--- src/hdl/n2a_pkg.sv ---
// ----------------------------------------------------------------------------
// n2a_pkg: shared types and constants for the number to ascii digits core
// character codes, input kind codes, state type and digit-width helpers
// ----------------------------------------------------------------------------
package n2a_pkg;

  localparam int NUMBER_BITS_DEF = 32;

  // ascii codes
  localparam logic [6:0] CHAR_ZERO  = 7'h30;
  localparam logic [6:0] CHAR_UPPER_A = 7'h41;
  localparam logic [6:0] CHAR_PLUS  = 7'h2B;
  localparam logic [6:0] CHAR_MINUS = 7'h2D;

  // kind of conversion carried with each input word
  typedef enum logic [1:0] {
    KIND_UDEC = 2'd0,
    KIND_SDEC = 2'd1,
    KIND_HEX  = 2'd2,
    KIND_BIN  = 2'd3
  } kind_t;

  typedef enum logic [1:0] {
    ST_IDLE = 2'd0,
    ST_CONV = 2'd1,
    ST_EMIT = 2'd2
  } state_t;

  // decimal digits of the widest nb-bit value: floor(nb * log10(2)) + 1
  function automatic int dec_digits(input int nb);
    return (nb * 30103) / 100000 + 1;
  endfunction

  // hex digits of the widest nb-bit value
  function automatic int hex_digits(input int nb);
    return (nb + 3) / 4;
  endfunction

  // one digit value (0..15) to its ascii code
  function automatic logic [6:0] digit_to_ascii(input logic [3:0] d);
    logic [6:0] code;
    if (d < 4'd10) begin
      code = CHAR_ZERO + {3'b000, d};
    end else begin
      code = CHAR_UPPER_A + {3'b000, d - 4'd10};
    end
    return code;
  endfunction

endpackage

--- src/hdl/n2a_dabble.sv ---
// ----------------------------------------------------------------------------
// n2a_dabble: bit-serial binary to bcd converter
// shift-and-add-3 over one input bit per cycle, msb first
// ----------------------------------------------------------------------------
module n2a_dabble import n2a_pkg::*; #(
  parameter int NUMBER_BITS = NUMBER_BITS_DEF,
  parameter int DEC_DIGITS  = dec_digits(NUMBER_BITS)
) (
  input  logic                      clk,
  input  logic                      rst_n,
  input  logic                      start,
  input  logic [NUMBER_BITS-1:0]    value,
  output logic                      done,
  output logic [4*DEC_DIGITS-1:0]   bcd
);

  localparam int BCD_W = 4 * DEC_DIGITS;
  localparam int CNT_W = $clog2(NUMBER_BITS + 1);
  localparam logic [CNT_W-1:0] CNT_LAST = CNT_W'(NUMBER_BITS - 1);

  logic [NUMBER_BITS-1:0] mag_r, mag_nxt;
  logic [BCD_W-1:0]       bcd_r, bcd_nxt;
  logic [BCD_W-1:0]       adj;
  logic [CNT_W-1:0]       cnt_r, cnt_nxt;
  logic                   busy_r, busy_nxt;
  logic                   done_r, done_nxt;

  // add 3 to every digit that is 5 or more before the shift
  always_comb begin
    for (int i = 0; i < DEC_DIGITS; i++) begin
      if (bcd_r[4*i +: 4] >= 4'd5) begin
        adj[4*i +: 4] = bcd_r[4*i +: 4] + 4'd3;
      end else begin
        adj[4*i +: 4] = bcd_r[4*i +: 4];
      end
    end
  end

  always_comb begin
    mag_nxt  = mag_r;
    bcd_nxt  = bcd_r;
    cnt_nxt  = cnt_r;
    busy_nxt = busy_r;
    done_nxt = 1'b0;
    if (start) begin
      mag_nxt  = value;
      bcd_nxt  = '0;
      cnt_nxt  = '0;
      busy_nxt = 1'b1;
    end else if (busy_r) begin
      mag_nxt = {mag_r[NUMBER_BITS-2:0], 1'b0};
      bcd_nxt = {adj[BCD_W-2:0], mag_r[NUMBER_BITS-1]};
      cnt_nxt = cnt_r + 1'b1;
      if (cnt_r == CNT_LAST) begin
        busy_nxt = 1'b0;
        done_nxt = 1'b1;
      end
    end
  end

  always_ff @(posedge clk) begin
    mag_r <= mag_nxt;
    bcd_r <= bcd_nxt;
    cnt_r <= cnt_nxt;
    if (!rst_n) begin
      busy_r <= 1'b0;
      done_r <= 1'b0;
    end else begin
      busy_r <= busy_nxt;
      done_r <= done_nxt;
    end
  end

  assign done = done_r;
  assign bcd  = bcd_r;

endmodule

--- src/hdl/number_to_ascii_digits_core.sv ---
// ----------------------------------------------------------------------------
// number_to_ascii_digits_core: binary number to fixed-width ascii digit run
// one input word in, one output word per character, msd first, last marked
// ----------------------------------------------------------------------------
// each input word carries a kind (unsigned decimal, signed decimal, upper-case
// hex, binary), a number and a digit count; the core sends the low digit_count
// digits of the number as ascii characters, most significant first, with
// leading zeros, each tagged with its position in the run and tlast on the
// final one. signed decimal puts a '+' or '-' in front of the magnitude and
// sends the sign alone when the count is zero; the other kinds send nothing
// for a zero count. the count saturates at the digits of the widest value
// (10 decimal, 8 hex, 32 binary for 32-bit numbers). flow: one word is in
// work at a time; decimal kinds run a bit-serial double dabble over all
// NUMBER_BITS bits of the magnitude, then each character goes out when the
// output side is ready. the output register holds the last character while
// the core already takes the next input word.
// ----------------------------------------------------------------------------
module number_to_ascii_digits_core import n2a_pkg::*; #(
  parameter int NUMBER_BITS = NUMBER_BITS_DEF
) (
  input  logic clk,
  input  logic rst_n,

  // input stream
  input  logic                                  in_tvalid,
  output logic                                  in_tready,
  // lsb up: kind[2], number[NUMBER_BITS], digit_count[6], zero pad to bytes
  input  logic [((NUMBER_BITS + 15) / 8) * 8 - 1:0] in_tdata,

  // output stream
  output logic        out_tvalid,
  input  logic        out_tready,
  // lsb up: char_code[7], position[6], zero pad[3]
  output logic [15:0] out_tdata,
  output logic        out_tlast
);

  localparam int DEC_DIGITS = dec_digits(NUMBER_BITS);
  localparam int HEX_DIGITS = hex_digits(NUMBER_BITS);
  localparam int DEC_IW     = $clog2(DEC_DIGITS);
  localparam int HEX_IW     = $clog2(HEX_DIGITS);
  localparam int BIN_IW     = $clog2(NUMBER_BITS);

  // saturation limits, one bit wider than the count so 64 still fits
  localparam logic [6:0] DEC_MAX = 7'(DEC_DIGITS);
  localparam logic [6:0] HEX_MAX = 7'(HEX_DIGITS);
  localparam logic [6:0] BIN_MAX = 7'(NUMBER_BITS);

  // input field split
  kind_t                  in_kind;
  logic [NUMBER_BITS-1:0] in_number;
  logic [5:0]             in_count;

  assign in_kind   = kind_t'(in_tdata[1:0]);
  assign in_number = in_tdata[NUMBER_BITS+1:2];
  assign in_count  = in_tdata[NUMBER_BITS+7:NUMBER_BITS+2];

  state_t                 state_r, state_nxt;
  kind_t                  kind_r;
  logic                   neg_r;
  logic [NUMBER_BITS-1:0] val_r;
  logic [5:0]             rem_r, rem_nxt;     // digits still to send
  logic                   sign_r, sign_nxt;   // sign character still to send
  logic [5:0]             pos_r, pos_nxt;

  logic                   out_tvalid_r, out_tvalid_nxt;
  logic [6:0]             out_char_r, out_char_nxt;
  logic [5:0]             out_pos_r, out_pos_nxt;
  logic                   out_last_r, out_last_nxt;

  logic                   accept;
  logic                   in_neg;
  logic [NUMBER_BITS-1:0] in_mag;
  logic [6:0]             sat_max;
  logic [5:0]             sat_count;
  logic                   is_dec;
  logic                   conv_done;
  logic [4*DEC_DIGITS-1:0] bcd;
  logic                   emit_step;
  logic                   emit_last;

  assign accept = in_tvalid && in_tready;
  assign is_dec = (in_kind == KIND_UDEC) || (in_kind == KIND_SDEC);

  // magnitude of the incoming word; signed decimal flips negatives
  assign in_neg = (in_kind == KIND_SDEC) && in_number[NUMBER_BITS-1];
  assign in_mag = in_neg ? (~in_number + 1'b1) : in_number;

  // count saturation to the widest value in the chosen base
  always_comb begin
    case (in_kind)
      KIND_HEX: sat_max = HEX_MAX;
      KIND_BIN: sat_max = BIN_MAX;
      default:  sat_max = DEC_MAX;
    endcase
    if ({1'b0, in_count} > sat_max) begin
      sat_count = sat_max[5:0];
    end else begin
      sat_count = in_count;
    end
  end

  // bit-serial decimal conversion
  n2a_dabble #(
    .NUMBER_BITS (NUMBER_BITS),
    .DEC_DIGITS  (DEC_DIGITS)
  ) u_dabble (
    .clk   (clk),
    .rst_n (rst_n),
    .start (accept && is_dec),
    .value (in_mag),
    .done  (conv_done),
    .bcd   (bcd)
  );

  // digit views of the bcd result and the held value
  logic [3:0]              bcd_dig [DEC_DIGITS];
  logic [3:0]              hex_dig [HEX_DIGITS];
  logic [4*HEX_DIGITS-1:0] val_pad;
  logic [5:0]              idx;
  logic [3:0]              cur_digit;

  assign val_pad = (4*HEX_DIGITS)'(val_r);
  assign idx     = rem_r - 1'b1;

  always_comb begin
    for (int i = 0; i < DEC_DIGITS; i++) begin
      bcd_dig[i] = bcd[4*i +: 4];
    end
    for (int i = 0; i < HEX_DIGITS; i++) begin
      hex_dig[i] = val_pad[4*i +: 4];
    end
  end

  // digit at position rem-1, counted from the least significant one
  always_comb begin
    case (kind_r)
      KIND_HEX: cur_digit = hex_dig[idx[HEX_IW-1:0]];
      KIND_BIN: cur_digit = {3'b000, val_r[idx[BIN_IW-1:0]]};
      default:  cur_digit = bcd_dig[idx[DEC_IW-1:0]];
    endcase
  end

  // a character moves into the output register when it is free or drained
  assign emit_step = (state_r == ST_EMIT) && (!out_tvalid_r || out_tready);
  assign emit_last = sign_r ? (rem_r == 6'd0) : (rem_r == 6'd1);

  // next state
  always_comb begin
    state_nxt = state_r;
    case (state_r)
      ST_IDLE: begin
        if (accept) begin
          if (sat_count == 6'd0 && in_kind != KIND_SDEC) begin
            state_nxt = ST_IDLE;
          end else if (is_dec) begin
            state_nxt = ST_CONV;
          end else begin
            state_nxt = ST_EMIT;
          end
        end
      end
      ST_CONV: begin
        if (conv_done) begin
          state_nxt = ST_EMIT;
        end
      end
      ST_EMIT: begin
        if (emit_step && emit_last) begin
          state_nxt = ST_IDLE;
        end
      end
      default: state_nxt = ST_IDLE;
    endcase
  end

  // outputs and run counters
  always_comb begin
    rem_nxt        = rem_r;
    sign_nxt       = sign_r;
    pos_nxt        = pos_r;
    out_tvalid_nxt = out_tvalid_r;
    out_char_nxt   = out_char_r;
    out_pos_nxt    = out_pos_r;
    out_last_nxt   = out_last_r;

    if (out_tvalid_r && out_tready) begin
      out_tvalid_nxt = 1'b0;
    end

    if (accept) begin
      rem_nxt  = sat_count;
      sign_nxt = (in_kind == KIND_SDEC);
      pos_nxt  = '0;
    end else if (emit_step) begin
      out_tvalid_nxt = 1'b1;
      out_pos_nxt    = pos_r;
      out_last_nxt   = emit_last;
      pos_nxt        = pos_r + 1'b1;
      if (sign_r) begin
        out_char_nxt = neg_r ? CHAR_MINUS : CHAR_PLUS;
        sign_nxt     = 1'b0;
      end else begin
        out_char_nxt = digit_to_ascii(cur_digit);
        rem_nxt      = rem_r - 1'b1;
      end
    end
  end

  always_ff @(posedge clk) begin
    if (accept) begin
      kind_r <= in_kind;
      neg_r  <= in_neg;
      val_r  <= in_number;
    end
    rem_r      <= rem_nxt;
    sign_r     <= sign_nxt;
    pos_r      <= pos_nxt;
    out_char_r <= out_char_nxt;
    out_pos_r  <= out_pos_nxt;
    out_last_r <= out_last_nxt;
    if (!rst_n) begin
      state_r      <= ST_IDLE;
      out_tvalid_r <= 1'b0;
    end else begin
      state_r      <= state_nxt;
      out_tvalid_r <= out_tvalid_nxt;
    end
  end

  assign in_tready  = (state_r == ST_IDLE);
  assign out_tvalid = out_tvalid_r;
  assign out_tdata  = {3'b000, out_pos_r, out_char_r};
  assign out_tlast  = out_last_r;

endmodule

--- config.mk ---
export PLATFORM = sky130hd
export DESIGN_NAME = number_to_ascii_digits_core
export DESIGN_NICKNAME = d
export VERILOG_FILES = /design/src/hdl/n2a_pkg.sv /design/src/hdl/n2a_dabble.sv /design/src/hdl/number_to_ascii_digits_core.sv
export SDC_FILE = /design/constraint.sdc
export NUM_CORES = 1
export LEC_CHECK = 0
export ABC_AREA = 1
export BUFFER_PORTS_ARGS = -buffer_cell sky130_fd_sc_hd__buf_4
export CAP_MARGIN = 5
export CORE_MARGIN = 1
export CORE_UTILIZATION = 36
export CTS_CLUSTER_SIZE = 10
export DETAILED_ROUTE_END_ITERATION = 12
export PLACE_DENSITY_LB_ADDON = 0.1
export SLEW_MARGIN = 20
export SYNTH_ARGS = -nofsm -noshare
export SYNTH_HDL_FRONTEND = slang
export SYNTH_SLANG_ARGS = --single-unit
--- constraint.sdc ---
create_clock -name clk -period 3.25 [get_ports clk]
set_input_delay 0.1625 -clock clk [delete_from_list [all_inputs] [get_ports clk]]
set_output_delay 0.1625 -clock clk [all_outputs]
set_load 0.05 [all_outputs]
Word-level counts from Yosys, hierarchy flattened
Cells that the tools add are included.
{"block": "word_totals", "regBits": 145, "mem_bits_rw": 0, "mem_bits_ro": 0, "output_inout_bits": 19, "n_memories": 0, "elab_cells": 134, "latch_bits": 0}
{"block": "op_classes", "n_reduce_logical": 20, "bitwise_logic": 6, "n_lt_le_gt_ge": 15, "n_mul": 0, "div": 0, "n_addsub": 17, "shift": 0, "mux": 46, "n_eq_ne": 14}
{"op": "$mux 32", "n": 3}
{"op": "$mux 4", "n": 13}
{"op": "$ge 4x3->1 const B", "n": 10}
{"op": "$add 4x2->4 const B", "n": 9}
{"op": "$add 32x1->32 const B", "n": 1}
{"op": "$not 32->32", "n": 1}
{"op": "$mux 6", "n": 4}
{"op": "$bmux 4 s4", "n": 1}
{"op": "$mux 7", "n": 2}
{"op": "$add 6x1->6 const B", "n": 2}
{"op": "$bmux 4 s3", "n": 1}
{"op": "$logic_not 6->1", "n": 2}
{"op": "$pmux 6 s2", "n": 1}
{"op": "$mux 1", "n": 11}
{"op": "$eq 2x2->1 const B", "n": 5}
{"op": "$mux 2", "n": 5}
{"op": "$ne 2x1->1 const B", "n": 5}
{"op": "$pmux 4 s2", "n": 1}
{"op": "$add 6x4->7 const A", "n": 1}
{"op": "$add 7x4->7 const A", "n": 1}
{"op": "$gt 6x7->1", "n": 1}
{"op": "$logic_and 1x1->1", "n": 7}
{"op": "$eq 6x1->1 const B", "n": 1}
{"op": "$eq 6x5->1 const B", "n": 1}
{"op": "other kinds (21)", "n": 29}

Logic depth before layout (Yosys ltp)
Gate-level depths: netlist of the first run.
{"block": "logic_depth", "depth_word": 10, "ltp_mapped": 20, "ltp_nobuf": 18}

Cells and area by module
From an unflattened synthesis of the first run, not the netlist that was laid out.
{"block": "hier_totals", "cells_unflattened": 1127, "area_unflattened_um2": 8545.7}
{"module": "number_to_ascii_digits_core", "n_inst": 1, "area_each_um2": 4544.4, "seq_area_each_um2": 1861.8, "cells_each": 586}
{"module": "n2a_dabble", "n_inst": 1, "area_each_um2": 4001.3, "seq_area_each_um2": 1921.8, "cells_each": 541}

Worst setup path after synthesis of the first run
No wires, ideal clock.
{"block": "synth_timing", "path_type": "register -> register", "start": "register state_r[0]", "end": "register rem_r[5] (data pin)", "required_time_ns": 2.937, "n_path_buf": 2, "period_less_slack_ns": 3.130, "stages_incl_launch_ff": 7, "t_arrival_ns": 2.817, "setup_slack_ns": 0.120, "path_cell_list": "dfxtp_1 > nor2_1 > nand2_1 > clkbuf_1 > inv_1 > clkbuf_1 > a21oi_1"}
{"block": "synth_between", "elab_chain_len": 3}
{"element": "start: declaration", "line_no": "number_to_ascii_digits_core.sv:58", "source": "state_t state_r, state_nxt;"}
{"element": "start signal: assignment", "line_no": "number_to_ascii_digits_core.sv:226", "source": "state_r <= state_nxt;"}
{"element": "$logic_not 2->1", "line_no": "number_to_ascii_digits_core.sv:231", "source": "assign in_tready = (state_r == ST_IDLE);"}
{"element": "net in_tready", "line_no": "number_to_ascii_digits_core.sv:26", "source": "output logic in_tready,"}
{"element": "$logic_and 1x1->1", "line_no": "number_to_ascii_digits_core.sv:82", "source": "assign accept = in_tvalid && in_tready;"}
{"element": "net accept", "line_no": "number_to_ascii_digits_core.sv:71", "source": "logic accept;"}
{"element": "$mux 6", "line_no": "number_to_ascii_digits_core.sv:191", "source": "if (accept) begin"}
{"element": "net rem_nxt[5]", "line_no": "number_to_ascii_digits_core.sv:62", "source": "logic [5:0] rem_r, rem_nxt;"}
{"element": "end signal: assignment", "line_no": "number_to_ascii_digits_core.sv:216", "source": "rem_r <= rem_nxt;"}
{"element": "end: declaration", "line_no": "number_to_ascii_digits_core.sv:62"}
The timed path passes the listed nets, and every way through them passes these cells.
A chain may end at the register's enable or synchronous reset.

Final worst setup path of the first run
{"block": "layout_timing", "start": "register rem_r[0]", "end": "register out_char_r[1] (data pin)"}
{"block": "layout_between", "elab_chain_len": 10}
{"element": "$sub 6x1->6 *"}
{"element": "$not 4->5 (not written as such) or $not 3->4 (tied branches)", "line_no": "number_to_ascii_digits_core.sv:140, number_to_ascii_digits_core.sv:138"}
{"element": "$bmux 4 s4 or $bmux 4 s3 (tied branches)", "line_no": "number_to_ascii_digits_core.sv:140, number_to_ascii_digits_core.sv:138"}
{"element": "$mux 4, on equally long branches (2 in series)", "line_no": "number_to_ascii_digits_core.sv:140, number_to_ascii_digits_core.sv:138"}
{"element": "$pmux 4 s2 *", "line_no": "number_to_ascii_digits_core.sv:137", "source": "case (kind_r)"}
{"element": "$sub 4x4->4", "line_no": "n2a_pkg.sv:45", "source": "code = CHAR_UPPER_A + {3'b000, d - 4'd10};"}
{"element": "$add 7x4->7", "line_no": "n2a_pkg.sv:45"}
{"element": "$mux 7 *", "line_no": "n2a_pkg.sv:42", "source": "if (d < 4'd10) begin"}
{"element": "$mux 7 *", "line_no": "number_to_ascii_digits_core.sv:200", "source": "if (sign_r) begin"}
{"element": "end signal: assignment", "line_no": "number_to_ascii_digits_core.sv:219", "source": "out_char_r <= out_char_nxt;"}
{"element": "end: declaration", "line_no": "number_to_ascii_digits_core.sv:67", "source": "logic [6:0] out_char_r, out_char_nxt;"}
Mark *: on every way between the ends. The rest lies on a longest branch, timed or not. The select of a mux whose other input is x is not followed.

==> results of run 1 <==
-- worst min-delay path: stages --
cell	delay, ps
sky130_fd_sc_hd__buf_4	80
sky130_fd_sc_hd__nor2_1	30
sky130_fd_sc_hd__inv_1	70
sky130_fd_sc_hd__a21oi_1	70
-- timing repair --
item	in CTS	in global routing
endpoints found under the hold margin	34	0
setup buffers	0	0
hold buffers	34	0
-- cell usage in the layout (no fill, tap or decap), types with 6 or more instances in the layout --
cell type	n
sky130_fd_sc_hd__a21oi_1	55
sky130_fd_sc_hd__a32oi_1	8
sky130_fd_sc_hd__buf_4	71
sky130_fd_sc_hd__clkbuf_16	18
sky130_fd_sc_hd__dfxtp_1	57
sky130_fd_sc_hd__dlygate4sd3_1	34
sky130_fd_sc_hd__edfxtp_1	88
sky130_fd_sc_hd__ha_1	31
sky130_fd_sc_hd__inv_1	123
sky130_fd_sc_hd__inv_2	9
sky130_fd_sc_hd__nand2_1	215
sky130_fd_sc_hd__nand3_1	80
sky130_fd_sc_hd__nand4_1	6
sky130_fd_sc_hd__nor2_1	71
sky130_fd_sc_hd__nor3_1	10
sky130_fd_sc_hd__o211ai_1	9
sky130_fd_sc_hd__o21ai_0	86
sky130_fd_sc_hd__o21ai_1	16
sky130_fd_sc_hd__o22ai_1	14
sky130_fd_sc_hd__o31ai_1	11
sky130_fd_sc_hd__o32ai_1	7
sky130_fd_sc_hd__or2_2	8
sky130_fd_sc_hd__xnor2_1	8
sky130_fd_sc_hd__xor2_1	22
-- registers in the layout (all words and copies together), names as in the netlist --
signal,cells
kind_r,2
neg_r,1
out_char_r,7
out_pos_r,6
out_tlast,1
out_tvalid,1
pos_r,6
rem_r,6
sign_r,1
state_r,2
u_dabble.bcd,40
u_dabble.busy_r,1
u_dabble.cnt_r,6
u_dabble.done,1
u_dabble.mag_r,32
val_pad,32
-- power by group --
group          internal (mW)  switching (mW)  total, mW
registers               2.20          0.0932       2.30
clock network           1.28           0.797       2.07
logic                  0.575            1.14       1.71
total                   4.05            2.03       6.08
-- metal layers --
metal	wire, microns	part of all wire, %
met2	9586	46
met5	0	0
met4	297	1.4
met1	10160	49
met3	720	3.5
-- through the flow --
stage	instances	setup slack (ps)	total power, mW
floorplan	1019	120.3	3.594
global placement	1335	740.5	4.030
detailed placement	1335	700.6	4.021
CTS	1401	692.7	6.146
global route	1401	417.4	6.441
finish	1401	644.8	6.078
-- how the worst min path moves through the flow --
stage,start,to,cells past startpoint
after floorplan,in_tdata[0],kind_r[0],0
after global placement,in_tdata[2],val_pad[0],1
after detailed placement,in_tdata[2],val_pad[0],1
after CTS,out_tready,out_tvalid,4
after global routing,rst_n,u_dabble.done,3
final,out_tready,out_tvalid,4
-- cell type report --
class / instances / area, sq um
Clock inverter: 12 / 152.6
Timing Repair Buffer: 105 / 873.3
Inverter: 134 / 505.5
Multi-Input combinational cell: 700 / 3765
Tap cell: 285 / 356.6
Fill cell: 2327 / 12670
Clock buffer: 20 / 467.9
Sequential cell: 145 / 3784
-- kinds of logic (layout without fill, tap and decap cells) --
family          after synthesis  count (layout)
flops                       145             145
compound gates              222             222
xor+xnor                     31              31
fa+ha+maj                    31              31
simple gates                413             413
buf+inv                     174             271
other cells                   1               3
-- synthesized netlist by cell type, types with 2 or more instances --
cell,n,share of area [%]
sky130_fd_sc_hd__o21ai_0,86,5.2
sky130_fd_sc_hd__a22oi_1,2,0.18
sky130_fd_sc_hd__buf_2,14,0.85
sky130_fd_sc_hd__inv_2,9,0.41
sky130_fd_sc_hd__a31oi_1,2,0.15
sky130_fd_sc_hd__nor2_1,71,3.2
sky130_fd_sc_hd__a211oi_1,2,0.18
sky130_fd_sc_hd__nand2_4,3,0.41
sky130_fd_sc_hd__o21ai_1,16,0.97
sky130_fd_sc_hd__nand2_1,216,9.8
sky130_fd_sc_hd__a21oi_2,4,0.42
sky130_fd_sc_hd__edfxtp_1,88,32
sky130_fd_sc_hd__ha_1,31,4.7
sky130_fd_sc_hd__a32oi_1,8,0.85
sky130_fd_sc_hd__dfxtp_1,57,14
sky130_fd_sc_hd__o31ai_1,11,1.0
sky130_fd_sc_hd__clkbuf_1,14,0.64
sky130_fd_sc_hd__buf_4,7,0.64
sky130_fd_sc_hd__nor3_1,10,0.60
sky130_fd_sc_hd__inv_1,124,5.6
sky130_fd_sc_hd__or2_2,8,0.60
sky130_fd_sc_hd__and3_1,2,0.15
sky130_fd_sc_hd__xor2_1,22,2.3
sky130_fd_sc_hd__o32ai_1,7,0.74
sky130_fd_sc_hd__nor4_1,2,0.15
sky130_fd_sc_hd__nand4_1,6,0.45
sky130_fd_sc_hd__o21a_1,2,0.18
sky130_fd_sc_hd__xnor2_1,8,0.85
sky130_fd_sc_hd__nand3b_1,4,0.36
sky130_fd_sc_hd__nand2_2,3,0.23
sky130_fd_sc_hd__buf_6,5,0.68
sky130_fd_sc_hd__a21oi_1,55,3.3
sky130_fd_sc_hd__o211ai_1,9,0.82
sky130_fd_sc_hd__nand3_1,80,4.8
sky130_fd_sc_hd__nor2_4,2,0.27
sky130_fd_sc_hd__o22ai_1,14,1.1
==> metrics.txt, run 1 <==
number of placement rows=55; slowest stage delay, CP=430 ps; final-report setup violation count=0; cells along the critical path=inv_4 > ha_1 > inv_2 > nand3_1 > nand3_1 > nand2_1 > a21oi_1 > a21oi_2 > nand2_1 > inv_1 > ha_1 > nand4_1 > nand3_1; PortBufs=59; GR met2 Demand/Resource=30.22%; type of the most critical hold path=in2reg; combinational family with the most area after synthesis=simple AND/OR/NAND/NOR gates; Wirelength per Cell=14.82 microns; family with the most delay on the worst path=simple AND/OR/NAND/NOR gates; GR Layer Usage met1=24.20%; TritonCTS clock tree=done; count of vias placed by the detailed router=6,980; placed cell areas=8944 sq um; number of buffers created by CTS=17; total congestion overflow=0; synthesis-to-finish area growth=19.69%; clock slew seen by the registers of the worst setup and hold paths=60 ps; adder and majority gate portion of the synthesized area=4.687%; Hold Worst Slack=52.59 ps; multiplexer share of the synthesized area=0%; synthesized-area fraction occupied by and/or/nand/nor cells=21.61%; total negative slack=0 ps; critical path startpoint category=flip-flop; beginning of the critical path=rem_r[0]; die outline area=23,600 sq um; Worst Reg-to-Reg Cells=13; final instance area=9905 sq um; measured slew at the worst slew-check pin=852.2 ps; Slew Limit Headroom=42.59%; final number of max-transition violations=0; GRT Resource Usage Total=18.28%; warnings from Yosys=0; ratio of total power to cell area=613.7 nW/um^2; routing layer with the top usage in global route=met2; total wire length=20,770 microns; cell count after synthesis=1,017; count of flip-flops with a built-in enable after synthesis=88; Leak Pwr=4.174 nW; unrepaired setup endpoints after global routing=false; 1st-iter DRT viols=382; number of nets in the finished design=1,178; worst r2r dst=out_char_r[1]; pin count of the biggest net entering global routing=61; #FFs+latches synth=145; vias in the first global route=6,671; combined buffer and inverter count along the critical path=3; crit path time final=2605 ps; status=finished, final reports clean; initial antenna violation count=0; total count of hold-check failures in the final report=0; final weighted congestion of routability-driven global placement=0.8142; critical path arrival=2770 ps; Residual DRC=0; worst setup path class=reg2reg; DR vias/cell=4.982; area fraction in compound gates after synthesis=15.66%; top flip-flop cell by instance count after synthesis=sky130_fd_sc_hd__edfxtp_1; highest net fanout along the worst path=26; Post-DRT Antenna Nets=0; async set-or-reset flop fraction in the synthesized netlist=0%; Die Span X=153.6 microns; layout cell share with drive strength beyond 1=12.28%; Critical Path End=out_char_r[1]; post-DP HPWL=14,890 microns; WP data required=3420 ps; Crit. path cell count=13; Crit. End Element=flip-flop; fraction of the yosys area taken by sequential cells=45.72%; worst supply voltage drop on vdd=0.2555 mV; share of the core filled with cells in the final layout=43.88%; initial standard-cell utilization of the core=36.66%; # diodes=0; startpoint of the worst register-to-register path=rem_r[0]; number of distinct library cells after synthesis=49; XOR/XNOR Fraction of Synth Area=3.372%; max-cap viol count=0; number of detailed-route iterations in the first pass=5; Longest Clk Path Bufs=2; fraction of the cycle the final worst path needs=80.16%; Slowest-stage cell, CP=sky130_fd_sc_hd__edfxtp_1; first-pass GRT wire length=33,980 microns; latest clock arrival within the worst-skew pair=430 ps; die boundary height=153.6 microns; I/O Pins=63; reg2reg setup slack=640 ps; post-CTS sizing=0; highest attainable clock frequency=383.9 MHz; Clock Skews=12.46 ps; clock sinks=145; core area=22,570 sq um; CP most frequent cell=sky130_fd_sc_hd__nand3_1; Clock Root Buffer=sky130_fd_sc_hd__clkbuf_16; GR met3 Demand/Resource=3.664%; post-synthesis cell area=8275 sq um; synthesized area per cell=8.137 sq um; H-tree depth=4
Note: power is estimated with default switching activity, not from simulation.
==> inputs of run 2 (changes only) <==
--- a/config.mk
+++ b/config.mk
@@ -5,7 +5,7 @@
 export SDC_FILE = /design/constraint.sdc
 export NUM_CORES = 1
 export LEC_CHECK = 0
-export ABC_AREA = 1
+export ABC_AREA = 0
 export BUFFER_PORTS_ARGS = -buffer_cell sky130_fd_sc_hd__buf_4
 export CAP_MARGIN = 5
 export CORE_MARGIN = 1
==> constraint.sdc (replaced) <==
create_clock -name clk -period 2.4 [get_ports clk]
set_input_delay 0.12 -clock clk [delete_from_list [all_inputs] [get_ports clk]]
set_output_delay 0.12 -clock clk [all_outputs]
set_load 0.05 [all_outputs]
==> metrics.txt, run 2 <==
startpoint of the worst register-to-register path=rem_r[0]; count of flip-flops with a built-in enable after synthesis=88 (unchanged); number of distinct library cells after synthesis=54 (+10%); highest attainable clock frequency=354.8 MHz (-7.6%); latest clock arrival within the worst-skew pair=420 ps (about the same); Clock Skews=8.590 ps (-3.866 ps); post-DP HPWL=13,690 microns (-8.1%); pin count of the biggest net entering global routing=79 (+30%); clock sinks=145 (unchanged); sink of the worst hold path=out_tvalid; Non-Filler Instances=1,236 (-12%); number of detailed-route iterations in the first pass=5 (unchanged); post-route total power=9.277 mW (+53%); number of buffers created by CTS=17 (unchanged); worst hold path depth=3 (-1); count of vias placed by the detailed router=6,336 (-9.2%); unrepaired setup endpoints after global routing=true; async set-or-reset flop fraction in the synthesized netlist=0% (unchanged); Post-DRT Antenna Nets=0 (unchanged); worst r2r dst=out_char_r[3]; Slowest-stage cell, CP=sky130_fd_sc_hd__edfxtp_1; status=complete, but fails checks; WP data required=2640 ps (-780 ps); TritonCTS clock tree=done; Leak Pwr=3.924 nW (-6.0%); worst supply voltage drop on vdd=0.4341 mV (+70%); #FFs+latches synth=145 (unchanged); ratio of total power to cell area=883.4 nW/um^2 (+44%); total count of hold-check failures in the final report=0 (unchanged); slowest stage delay, CP=490 ps (+60 ps); crit path time final=2818 ps (+213.0 ps); post-synth top area cell=sky130_fd_sc_hd__edfxtp_1; Longest Clk Path Bufs=2 (unchanged); final number of max-transition violations=0 (unchanged); PortBufs=59 (unchanged); share of the synthesized area in the top cell type=33.17% (+1.2 points); dominant cell by count in the synthesized netlist=sky130_fd_sc_hd__nor2_1; post-synthesis cell area=7968 sq um (-3.7%); reg2reg setup slack=-420 ps (-1060 ps); GRT Resource Usage Total=17.63% (-0.65 points); layout cell share with drive strength beyond 1=24.90% (+13 points); first-pass GRT wire length=31,180 microns (-8.2%); Residual DRC=0 (unchanged); DR vias/cell=5.126 (+2.9%); initial antenna violation count=0 (unchanged); final weighted congestion of routability-driven global placement=0.7930 (-2.6%); Wirelength per Cell=15.78 microns (+6.5%); core area=21,760 sq um (-3.6%); Clock Root Buffer=sky130_fd_sc_hd__clkbuf_16; synthesis-to-finish area growth=31.80%; cells along the critical path=inv_4 > ha_4 > buf_12 > nor4b_2 > o21ai_1 > o31ai_2 > buf_4 > a221oi_4 > ha_2 > nor2_2 > a32o_1 > a311oi_1; fraction of the yosys area taken by sequential cells=47.49% (+1.8 points); least setup slack across all paths after layout=-418.1 ps (-1063 ps); commonest non-fill, non-tap cell in the layout=sky130_fd_sc_hd__buf_4; initial standard-cell utilization of the core=36.62% (-0.040 points); synthesized area per cell=10.12 sq um (+24%); Die Span X=150.8 microns (-1.9%); number of fill cells in the layout=2,014 (-13%); worst setup path class=reg2reg; clock slew seen by the registers of the worst setup and hold paths=60 ps (about the same); top flip-flop cell by instance count after synthesis=sky130_fd_sc_hd__edfxtp_1; fraction of the cycle the final worst path needs=117.4% (+37 points); type of the most critical hold path=in2reg; max-cap viol count=0 (unchanged); die boundary height=150.8 microns (-1.9%); area used by multi-input combinational logic=4121 sq um (+9.5%); I/O Pins=63 (unchanged); final-report setup violation count=7 (+7); critical path startpoint category=flip-flop; critical path arrival=3050 ps (+280 ps); H-tree depth=4 (unchanged); warnings from Yosys=0 (unchanged); worst slack after detailed placement=-450.7 ps (-1151 ps); footprint of the flip-flops and latches=3785 sq um (about the same); # diodes=0 (unchanged); measured slew at the worst slew-check pin=882.6 ps (+30.41 ps); total congestion overflow=0 (unchanged); cell count after synthesis=787 (-23%); Worst Reg-to-Reg Cells=12 (-1); failing checks=negative setup slack; number of nets in the finished design=1,018 (-14%); commonest non-fill, non-tap cells in the layout=128 x sky130_fd_sc_hd__buf_4, 104 x sky130_fd_sc_hd__nor2_1, 88 x sky130_fd_sc_hd__a21oi_1, 88 x sky130_fd_sc_hd__edfxtp_1, 56 x sky130_fd_sc_hd__dfxtp_1; total wire length=19,500 microns (-6.1%); beginning of the critical path=rem_r[0]; flip-flop count of the largest register after layout=40 (unchanged); worst min-delay path startpoint=out_tready; Slew Limit Headroom=40.54% (-2.0 points); die outline area=22,730 sq um (-3.7%); 1st-iter DRT viols=273 (-29%); highest net fanout along the worst path=11 (-58%); number of placement rows=54 (-1.8%); Crit. End Element=flip-flop; vias in the first global route=6,210 (-6.9%); ranking of synthesized cells by area=sky130_fd_sc_hd__edfxtp_1 33%, sky130_fd_sc_hd__dfxtp_1 14%, sky130_fd_sc_hd__mux4_2 6.8%, sky130_fd_sc_hd__a21oi_1 5.7%, sky130_fd_sc_hd__nor2_1 5.1%; Post-Place Cells=1,152 (-14%); most instantiated cells after synthesis=108 x sky130_fd_sc_hd__nor2_1, 90 x sky130_fd_sc_hd__a21oi_1, 88 x sky130_fd_sc_hd__edfxtp_1, 57 x sky130_fd_sc_hd__dfxtp_1, 50 x sky130_fd_sc_hd__o21ai_0
run 2: critical path, delay by kind of cell, from the launching register on:
family	cells	cell delay (ps)
AND/OR/NAND/NOR	2	200
adder cells (fa/ha/maj)	2	490
flip-flops	1	490
buffers and inverters	3	420
AO/OA/AOI/OAI	5	1030
run 2: worst max path at each step:
stage                         end  slack (ps)  cells after the start
detailed placement  out_char_r[1]        -450                      8
global route        out_char_r[3]        -550                     12
CTS                 out_char_r[0]        -370                     10
floorplan           out_char_r[2]        -380                     13
finish              out_char_r[3]        -420                     12
global placement    out_char_r[2]        -420                      8
run 2: cells by family after synthesis:
kind of cell,Yosys count,share of synthesized area [%]
XOR/XNOR,57,6.266
AND/OR/NAND/NOR,248,14.51
buffers and inverters,78,4.020
AO/OA/AOI/OAI,176,12.61
adder cells (fa/ha/maj),31,4.868
multiplexers,51,10.19
flip-flops,145,47.49
other,1,0.04707
run 2: layout make-up:
| cell class | count | area share (%) |
|---|---|---|
| clock inverters | 11 | 1.418 |
| inverters | 39 | 1.454 |
| clock buffers | 21 | 4.480 |
| flip-flops and latches | 145 | 36.04 |
| multi-input cells | 566 | 39.25 |
| well taps | 280 | 3.336 |
| repair buffers | 174 | 14.02 |
run 2: what timing repair did:
item	4_1_cts	5_1_grt
resized for setup	19	31
hold endpoints to repair	38	0
setup buffers	9	7
hold buffers	36	0
pin swaps	8	5
endpoints found under the setup margin	7	10
run 2: where the power goes:
part           internal, mW  total [mW]  switching, mW
clock                  1.73        2.80           1.07
sequential             3.06        3.33          0.273
combinational          1.54        3.14           1.60
total                  6.33        9.28           2.94
run 2: metrics by stage:
step	area (sq um)	util [%]	hold WS, ps	TNS [ps]
after CTS	10310	47.38	30.17	-2237
after global routing	10500	48.27	62.75	-2849
after global placement	9156	42.09	328.9	-2327
after detailed placement	9156	42.09	331.0	-2653
after floorplan	8059	-	218.9	-1861
final	10500	48.27	49.31	-1982
run 2: routing by layer:
| metal | track usage [%] | vias up | part of all wire (%) |
|---|---|---|---|
| met3 | 3.554 | 16 | 3.1 |
| li1 | - | 3138 | - |
| met1 | 21.80 | 3066 | 45 |
| met5 | 0 | - | 0 |
| met2 | 31.12 | 116 | 51 |
| met4 | 4.600 | 0 | 1.1 |
==> inputs of run 3 (changes only) <==
--- a/config.mk
+++ b/config.mk
@@ -13,6 +13,7 @@
 export CTS_CLUSTER_SIZE = 10
 export DETAILED_ROUTE_END_ITERATION = 12
 export PLACE_DENSITY_LB_ADDON = 0.1
+export RECOVER_POWER = 100
 export SLEW_MARGIN = 20
 export SYNTH_ARGS = -nofsm -noshare
 export SYNTH_HDL_FRONTEND = slang
==> metrics.txt, run 3 (synthesized netlist as in run 2, its figures left out) <==
status=complete, but fails checks; failing checks=negative setup slack; number of detailed-route iterations in the first pass=5 (unchanged); commonest non-fill, non-tap cell in the layout=sky130_fd_sc_hd__nor2_1; synthesis-to-finish area growth=28.88%; fraction of the cycle the final worst path needs=117.5% (about the same); critical path startpoint category=flip-flop; post-route total power=9.215 mW (-0.67%); Slew Limit Headroom=35.43% (-5.1 points); Switching Fraction=31.93% (+0.18 points); highest net fanout along the worst path=11 (unchanged); startpoint of the worst register-to-register path=rem_r[0]; commonest non-fill, non-tap cells in the layout=106 x sky130_fd_sc_hd__nor2_1, 88 x sky130_fd_sc_hd__a21oi_1, 88 x sky130_fd_sc_hd__edfxtp_1; Worst Reg-to-Reg Cells=12 (unchanged); final instance area=10,270 sq um (-2.2%); clock share of power=30.4% (+0.2 points); DR vias/cell=5.107 (-0.38%); worst hold path depth=3 (unchanged); routed length on met3=630 microns (+5.7%); footprint of the flip-flops and latches=3785 sq um (unchanged); total count of hold-check failures in the final report=0 (unchanged); total length of routed met2 wires=9932 microns (-0.38%); crit path time final=2819 ps (+0.9480 ps); count of vias placed by the detailed router=6,312 (-0.38%); layout cell share with drive strength beyond 1=19.25% (-5.6 points); sequential cell fraction of total power=36.2% (+0.3 points); Crit. End Element=flip-flop; Post-Place Cells=1,152 (unchanged); Residual DRC=0 (unchanged); final number of max-transition violations=0 (unchanged); die outline area=22,730 sq um (unchanged); worst setup path class=reg2reg; PortBufs=59 (unchanged); worst slack after detailed placement=-450.7 ps (unchanged); GRT Resource Usage Total=17.63% (unchanged); worst min-delay path startpoint=out_tready; ratio of total power to cell area=897.4 nW/um^2 (+1.6%); 1st-iter DRT viols=290 (+6.2%); initial standard-cell utilization of the core=36.62% (unchanged); P_int=6.273 mW (-0.93%); total congestion overflow=0 (unchanged); Clock Skews=9.030 ps (+0.4399 ps); number of nets in the finished design=1,018 (unchanged); pin count of the biggest net entering global routing=79 (unchanged); Die Span X=150.8 microns (unchanged); max-cap viol count=0 (unchanged); Longest Clk Path Bufs=2 (unchanged); number of fill cells in the layout=2,064 (+2.5%); die boundary height=150.8 microns (unchanged); flip-flop count of the largest register after layout=40 (unchanged); number of buffers created by CTS=17 (unchanged); vias in the first global route=6,210 (unchanged); share of power burned in combinational logic=33.4% (-0.5 points); clock sinks=145 (unchanged); critical path arrival=3050 ps (about the same); type of the most critical hold path=in2reg; I/O Pins=63 (unchanged); post-DP HPWL=13,690 microns (unchanged); beginning of the critical path=rem_r[0]; routed metal-1 wire length=8709 microns (-0.13%); final-report setup violation count=10 (+3); initial antenna violation count=0 (unchanged); Switch Pwr=2.942 mW (-0.10%); # diodes=0 (unchanged); TritonCTS clock tree=done; WP data required=2640 ps (about the same); placed cell areas=9156 sq um (unchanged); least setup slack across all paths after layout=-419.1 ps (-0.9480 ps); number of placement rows=54 (unchanged); Leak Pwr=3.726 nW (-5.1%); latest clock arrival within the worst-skew pair=420 ps (about the same); Non-Filler Instances=1,236 (unchanged); highest attainable clock frequency=354.7 MHz (about the same); area used by multi-input combinational logic=4111 sq um (-0.24%); clock slew seen by the registers of the worst setup and hold paths=60 ps (about the same); worst supply voltage drop on vdd=0.4341 mV (about the same); measured slew at the worst slew-check pin=968.6 ps (+86.00 ps); first-pass GRT wire length=31,180 microns (unchanged); final weighted congestion of routability-driven global placement=0.7930 (unchanged); unrepaired setup endpoints after global routing=true; core area=21,760 sq um (unchanged); Clock Root Buffer=sky130_fd_sc_hd__clkbuf_16; H-tree depth=4 (unchanged); total wire length=19,490 microns (about the same); Post-DRT Antenna Nets=0 (unchanged); highest routed layer=met4; Wirelength per Cell=15.77 microns (about the same)
## run 3: path summary, 6_finish.rpt
kind / endpoint / slack [ps]
hold / removal: out_tvalid / 50
setup reg to reg: out_char_r[3] / -420
hold reg to reg: out_pos_r[5] / 460
setup / recovery: out_char_r[3] / -420
## run 3: layer usage
layer,GRT usage (%),vias up
met5,0,-
met4,4.600,0
met3,3.554,15
met2,31.12,118
met1,21.80,3044
li1,-,3135
## run 3: layout make-up
cell class	count	area share, %
inverters	39	1.487
flip-flops and latches	145	36.86
clock inverters	11	1.450
multi-input cells	566	40.04
clock buffers	21	4.581
well taps	280	3.412
repair buffers	174	12.17
## run 3: critical path, stage by stage (launching register included)
cell	delay, ps
sky130_fd_sc_hd__edfxtp_1	490
sky130_fd_sc_hd__inv_4	110
sky130_fd_sc_hd__ha_4	220
sky130_fd_sc_hd__buf_12	160
sky130_fd_sc_hd__nor4b_2	150
sky130_fd_sc_hd__o21ai_1	110
sky130_fd_sc_hd__o31ai_2	110
sky130_fd_sc_hd__buf_4	150
sky130_fd_sc_hd__a221oi_4	340
sky130_fd_sc_hd__ha_2	270
sky130_fd_sc_hd__nor2_2	50
sky130_fd_sc_hd__a32o_1	270
sky130_fd_sc_hd__a311oi_1	200
## run 3: what timing repair did
action | 4_1_cts | 5_1_grt
gates resized for setup | 19 | 31
cloned | 0 | 0
hold buffers | 36 | 0
hold endpoints to repair | 38 | 0
pin swaps | 8 | 5
setup endpoints to repair | 7 | 10
buffers inserted | 9 | 7
## run 3: through the flow
step           util (%)  setup TNS, ps  hold WS (ps)
2_1_floorplan         -          -1861         218.9
3_3_place_gp      42.09          -2327         328.9
3_5_place_dp      42.09          -2653         331.0
4_1_cts           47.38          -2237         30.17
5_1_grt           47.20          -6868         62.75
6_report          47.20          -2127         50.01
## run 3: power groups by stage
stage                     registers [mW]  logic [mW]  clock network (mW)
after global placement              3.39        2.59                   0
after detailed placement            3.38        2.70                   0
after global routing                3.38        3.39                2.95
after floorplan                     3.41        1.75                   0
final                               3.34        3.08                2.80
after CTS                           3.33        2.96                2.88
